===== src/rtl/tds_pkg.sv =====
package tds_pkg;

  localparam int unsigned QueueDepth = 64;
  localparam int unsigned SlotW      = 6;
  localparam int unsigned CountW     = 7;

  localparam logic [31:0] PrecisionReset = 32'd12884902;
  localparam logic [15:0] MaxLengthReset = 16'd1000;

  localparam logic [1:0] CmdPacket = 2'd0;
  localparam logic [1:0] CmdTick   = 2'd1;
  localparam logic [1:0] CmdClear  = 2'd2;
  localparam logic [1:0] CmdUnused = 2'd3;

  localparam logic [2:0] RouteOnTime    = 3'd0;
  localparam logic [2:0] RouteMissed    = 3'd1;
  localparam logic [2:0] RouteImmediate = 3'd2;
  localparam logic [2:0] RouteFull      = 3'd3;
  localparam logic [2:0] RouteLong      = 3'd4;
  localparam logic [2:0] RouteQueued    = 3'd5;

  localparam logic [0:0] RegPrecision = 1'd0;
  localparam logic [0:0] RegMaxLength = 1'd1;

  typedef enum logic [3:0] {
    StIdle,
    StDecide,
    StFind,
    StWrite,
    StScan,
    StScanWait,
    StRelease,
    StSummary,
    StOut
  } state_e;

  // Commands from the controller to the datapath.
  typedef struct packed {
    logic latch_in;
    logic decide;
    logic find_step;
    logic write_slot;
    logic scan_start;
    logic scan_step;
    logic release_slot;
    logic clear_all;
    logic out_load;
    logic out_last;
  } dp_cmd_t;

  // Status from the datapath to the controller.
  typedef struct packed {
    logic       arrival_direct;
    logic       slot_is_free;
    logic       scan_done;
    logic       scan_found;
    logic       best_due;
  } dp_stat_t;

endpackage


===== src/rtl/tds_ctrl.sv =====
module tds_ctrl (
  input  logic              clk_i,
  input  logic              rst_ni,
  input  logic              in_valid_i,
  output logic              in_stall_o,
  input  logic [1:0]        cmd_i,
  output logic              out_valid_o,
  input  logic              out_stall_i,
  output tds_pkg::dp_cmd_t  dp_cmd_o,
  input  tds_pkg::dp_stat_t dp_stat_i
);

  tds_pkg::state_e state_q, state_d;
  logic       tick_q, tick_d;
  logic       rel_q, rel_d;

  always_ff @(posedge clk_i or negedge rst_ni) begin
    if (!rst_ni) begin
      state_q <= tds_pkg::StIdle;
      tick_q  <= 1'b0;
      rel_q   <= 1'b0;
    end else begin
      state_q <= state_d;
      tick_q  <= tick_d;
      rel_q   <= rel_d;
    end
  end

  // A tick runs scan, then release and rescan for every due entry; the rescan
  // refreshes next_due and tells whether the held release is the last one.
  // An arrival also rescans so next_due reflects the new entry.
  always_comb begin
    state_d     = state_q;
    tick_d      = tick_q;
    rel_d       = rel_q;
    dp_cmd_o    = '0;
    in_stall_o  = 1'b1;
    out_valid_o = 1'b0;
    unique case (state_q)
      tds_pkg::StIdle: begin
        in_stall_o = 1'b0;
        if (in_valid_i) begin
          dp_cmd_o.latch_in = 1'b1;
          unique case (cmd_i)
            tds_pkg::CmdPacket: begin
              tick_d  = 1'b0;
              rel_d   = 1'b0;
              state_d = tds_pkg::StDecide;
            end
            tds_pkg::CmdTick: begin
              tick_d  = 1'b1;
              rel_d   = 1'b0;
              state_d = tds_pkg::StScan;
            end
            tds_pkg::CmdClear: begin
              dp_cmd_o.clear_all = 1'b1;
              state_d = tds_pkg::StIdle;
            end
            default: state_d = tds_pkg::StIdle;
          endcase
        end
      end
      tds_pkg::StDecide: begin
        dp_cmd_o.decide = 1'b1;
        state_d = tds_pkg::StFind;
      end
      tds_pkg::StFind: begin
        if (dp_stat_i.arrival_direct) begin
          state_d = tds_pkg::StScan;
        end else if (dp_stat_i.slot_is_free) begin
          state_d = tds_pkg::StWrite;
        end else begin
          dp_cmd_o.find_step = 1'b1;
        end
      end
      tds_pkg::StWrite: begin
        dp_cmd_o.write_slot = 1'b1;
        state_d = tds_pkg::StScan;
      end
      tds_pkg::StScan: begin
        dp_cmd_o.scan_start = 1'b1;
        state_d = tds_pkg::StScanWait;
      end
      tds_pkg::StScanWait: begin
        dp_cmd_o.scan_step = 1'b1;
        if (dp_stat_i.scan_done) begin
          dp_cmd_o.scan_step = 1'b0;
          if (!tick_q) begin
            state_d = tds_pkg::StSummary;
          end else if (rel_q) begin
            if (!dp_stat_i.best_due) begin
              dp_cmd_o.out_last = 1'b1;
            end
            state_d = tds_pkg::StOut;
          end else if (dp_stat_i.best_due) begin
            state_d = tds_pkg::StRelease;
          end else begin
            state_d = tds_pkg::StIdle;
          end
        end
      end
      tds_pkg::StRelease: begin
        // Output register is free here: results wait in StOut otherwise.
        dp_cmd_o.release_slot = 1'b1;
        dp_cmd_o.out_load     = 1'b1;
        rel_d   = 1'b1;
        state_d = tds_pkg::StScan;
      end
      tds_pkg::StSummary: begin
        // An arrival always gives exactly one result, which closes its run.
        dp_cmd_o.out_load = 1'b1;
        dp_cmd_o.out_last = 1'b1;
        state_d = tds_pkg::StOut;
      end
      tds_pkg::StOut: begin
        out_valid_o = 1'b1;
        if (!out_stall_i) begin
          if (tick_q && dp_stat_i.best_due) begin
            state_d = tds_pkg::StRelease;
          end else begin
            state_d = tds_pkg::StIdle;
          end
        end
      end
      default: state_d = tds_pkg::StIdle;
    endcase
  end

endmodule


===== config.mk =====
export PLATFORM = sky130hd
export DESIGN_NAME = tds_ctrl
export DESIGN_NICKNAME = d
export VERILOG_FILES = /design/src/rtl/tds_pkg.sv /design/src/rtl/tds_ctrl.sv
export SDC_FILE = /design/constraint.sdc
export NUM_CORES = 1
export LEC_CHECK = 0
export ABC_AREA = 1
export BUFFER_PORTS_ARGS = -buffer_cell sky130_fd_sc_hd__buf_2
export CORE_AREA = 2 2 39 41
export CTS_CLUSTER_SIZE = 20
export DETAILED_ROUTE_END_ITERATION = 7
export DIE_AREA = 0 0 41 43
export GPL_ROUTABILITY_DRIVEN = 1
export GPL_TIMING_DRIVEN = 0
export PLACE_DENSITY = 0.75
export RECOVER_POWER = 25
export SLEW_MARGIN = 40
export SYNTH_ARGS = -nofsm -noshare
export SYNTH_HDL_FRONTEND = slang
export SYNTH_SLANG_ARGS = --single-unit

===== constraint.sdc =====
create_clock -name clk_i -period 1.4 [get_ports clk_i]
set_input_delay 0.35 -clock clk_i [delete_from_list [all_inputs] [get_ports clk_i]]
set_output_delay 0.35 -clock clk_i [all_outputs]
set_load 0.05 [all_outputs]

After elaboration in Yosys (flattened, before gate mapping)
Index checks and enable logic that the tools add are counted.

storage, ports and cells
  word-level logic and storage cells = 66
  bits of input ports = 11
  output and inout bits = 12
  bits in registers = 6

cells by class
  muxes and demuxes = 37
  reductions and logical operators = 11
  equality and inequality tests = 15

operator list
  operator                                                                number
  4-bit one-hot mux with 8 select lines                                   1
  4-bit 2-to-1 mux                                                        7
  1-bit 2-to-1 mux                                                        23
  4-bit by 3-bit equality test with 1-bit output (second input constant)  4
  4-bit by 2-bit equality test with 1-bit output (second input constant)  2
  2-bit != test (second input constant)                                   4
  3-bit 2-to-1 mux                                                        2
  1-bit one-hot mux with 2 select lines                                   3
  3-bit one-hot mux with 2 select lines                                   1
  3-bit AND reduction                                                     2
  2-bit OR reduction                                                      3
  4-bit by 1-bit equality test with 1-bit output (second input constant)  1
  4-bit equality test (second input constant)                             1
  4-bit zero test                                                         1
  4-bit AND reduction                                                     1
  2-bit nonzero test                                                      2
  3-bit != test (second input constant)                                   1
  2-bit by 1-bit equality test with 1-bit output (second input constant)  1
  2-bit equality test (second input constant)                             1
  2-bit zero test                                                         1
  1-bit logical AND                                                       1

Logic depth before layout (Yosys ltp)
  depth in word-level cells = 5
  mapped depth = 8
  mapped depth without buffers = 8

Least setup slack after synthesis
OpenSTA, ideal clock, no wires.

  path type = flip-flop to output port
  start point = reg state_q[0]
  end point = out dp_cmd_o[2] in the netlist's numbering
  cell stages (with the launch flop) = 7
  data required time = 1050 ps
  setup slack = -1094 ps
  arrival time = 2144 ps
  cell sequence = dfrtp_1 -> buf_6 -> nor2_4 -> nand2_2 -> nor2_2 -> nand2_1 -> nor2_1

RTL lines
  what                    RTL line        RTL
  start, declared         tds_ctrl.sv:13  tds_pkg::state_e state_q, state_d;
  start signal, assigned  tds_ctrl.sv:19  state_q <= tds_pkg::StIdle;
  start signal, assigned  tds_ctrl.sv:23  state_q <= state_d;
  end, declared           tds_ctrl.sv:9   output tds_pkg::dp_cmd_t dp_cmd_o,

==> reports/metrics.csv <==
metric;value;unit
status;complete, but fails checks;
violations;setup timing;
nFillCells;82;
antennaDiodeCount;0;
fin_setup_tns;-3.80;ns
die_x;41;um
utilization;84.1;%
placed_cell_area;752;sq um
rows;14;
yosys_warnings;0;
reg2reg_depth;8;
cp-start-kind;flip-flop;
maxCapViolations;0;
synthTopCellsByCount;nand2_1, inv_1, nand3_1, dfrtp_1;
synth_top_cell_area_share;26.8;%
grt_pass1_wl;3080;um
syn_area_per_cell;6.84;sq um
fin_skew;0.00347;ns
whs_path_depth;3;
cts_tree;done;
synth.most_common_cell;nand2_1;
p_leak;0.576;nW
syn2layout_area_growth;108;%
powerDensity;2150;nW/um^2
ir_drop;1.27;mV
cts_sinks;6;
min_path_type;primary input to flip-flop;
grt_max_degree;8;
setup_ws;-0.419;ns
ys_top_cells_by_area;dfrtp_1, nand2_1, nand3_1, inv_1, nor2_4;
place_hpwl;1080;um
max_freq;550;MHz
syn_nets;93;
r2r-start;state_q[1]$_DFFE_PN0P_;
crit_path_end_kind;output port;
finalWirelength;2210;um
design_area;1160;sq um
period_share;130;%
rsz0062_at_grt;yes;
rr_endpoint;state_q[0]$_DFFE_PN0P_;
start_util;40.5;%
syn_area;561;sq um
antenna_found_initial;0;
synth-seq-cells;6;
hold_viol_final;0;
cts_buffers;3;
clk-insertion-delay-late;0.25;ns
die_h;43;um
path_clk_slew;0.04;ns
ant_nets;0;
ioPinCount;23;
wire_per_inst;15.5;um
netlist_instances;82;
synth.largest_area_cell;dfrtp_1;
die-area;1760;sq um
worstHoldEndpoint;state_q[3]$_DFFE_PN0P_;
gp_congestion;0.857;
viasPerCell;5.25;
slew-limit-headroom;77.6;%
r2r_slack;-0.08;ns
grt_usage;26.0;%
synth-edff-count;0;
drc;0;
design.core.area;1380;sq um
synth.distinct_cells;22;
grt_pass1_vias;715;
crit_path_max_fanout;3;
worstHoldStart;out_stall_i;
nets;140;
yosysSeqAreaShare;26.8;%
vias;751;
preCtsSetupSlack;-0.314;ns
cts-htree-levels;1;
place.port_buffers;21;
fin_crit;1.82;ns
crit_type;flip-flop to output port;
setup_viol;16;
clock_path_buffers;2;
overflow;0;
cts_root_buf;clkbuf_4;
synthArstFlopShare;100;%
slew_viol_final;0;
worstPathArrival;1.47;ns
tightestPinTransition;0.336;ns
drtPass1Iterations;4;
yosys_most_used_dff;dfrtp_1;
drt_iter0_drc;34;
drive_gt1_share;66.1;%
required;1.05;ns
==> layer usage <==
metal	GRT usage, %	vias to the layer above	wire length [um]
met4	8.00	0	138
li1	-	347	-
met3	9.42	17	109
met2	44.4	35	1200
met5	0	-	0
met1	27.9	352	760
==> what timing repair did <==
item | 4_1_cts | 5_1_grt
gates resized for setup | 41 | 22
hold endpoints to repair | 6 | 0
setup buffers | 17 | 6
pin swaps | 8 | 10
hold buffers | 1 | 0
endpoints found under the setup margin | 12 | 17
==> power by group <==
group	leakage [nW]	internal, mW	switching [mW]
combinational	0.488	0.898	1.11
clock	0.0138	0.0973	0.0682
sequential	0.0747	0.246	0.0824
==> critical path, stage by stage, from the launching register on <==
cell and delay (ns):
dfrtp_1 0.42, inv_2 0.10, nand2_4 0.07, nor2_4 0.18
nand3_2 0.14, o21ai_4 0.14, buf_6 0.17
==> placed cells by master (no fill, tap or decap), types with 2 or more instances in the layout <==
| cell type | instances |
|---|---|
| clkbuf_4 | 3 |
| dfrtp_1 | 4 |
| o21ai_2 | 2 |
| nand2_2 | 4 |
| inv_1 | 9 |
| nor2_4 | 8 |
| buf_4 | 14 |
| nand2_4 | 4 |
| clkinvlp_4 | 2 |
| buf_2 | 8 |
| inv_2 | 5 |
| nand3_1 | 9 |
| nand2_1 | 13 |
| buf_8 | 9 |
| nand3_2 | 2 |
| nor2_1 | 3 |
| nand2_8 | 2 |
| nor3_2 | 2 |
| dfrtp_2 | 2 |
| nand3_4 | 2 |
| buf_12 | 2 |
| buf_6 | 9 |
==> how the worst max path moves through the flow <==
| stage | start | to | depth (start not counted) |
|---|---|---|---|
| CTS | state_q[1]$_DFFE_PN0P_ | dp_cmd_o[0] | 6 |
| global placement | state_q[3]$_DFFE_PN0P_ | dp_cmd_o[0] | 6 |
| detailed placement | state_q[3]$_DFFE_PN0P_ | dp_cmd_o[0] | 6 |
| finish | state_q[3]$_DFFE_PN0P_ | dp_cmd_o[0] | 6 |
| floorplan | state_q[0]$_DFFE_PN0P_ | dp_cmd_o[2] | 6 |
| global route | state_q[1]$_DFFE_PN0P_ | dp_cmd_o[0] | 6 |
==> sequential cells by signal, summed over array words and instances (netlist names) <==
name and cells:
rel_q 1, state_q 4, tick_q 1
==> logic make-up after synthesis <==
group	share of synthesized area [%]
AO/OA/AOI/OAI	6.03
buffers and inverters	14.7
flip-flops	26.8
AND/OR/NAND/NOR	52.5
==> final cells by class <==
type                       instances  area [sq um]  area share (%)
multi-input combinational         57           459            39.5
clock buffer                       3          22.5            1.94
buffer                             1          11.3           0.968
inverter                          17          73.8            6.34
timing repair buffer              43           424            36.5
sequential                         6           153            13.1
tap                               16          20.0            1.72
==> stage by stage <==
stage                     cells  total power [mW]  hold WS, ns
after floorplan              82              1.27       0.0544
after global placement      119              1.45        0.178
after detailed placement    119              1.47        0.181
after CTS                   140              2.19        0.368
after global routing        143              2.63        0.444
final                       143              2.50        0.441
Note: power is estimated with default switching activity, not from simulation.
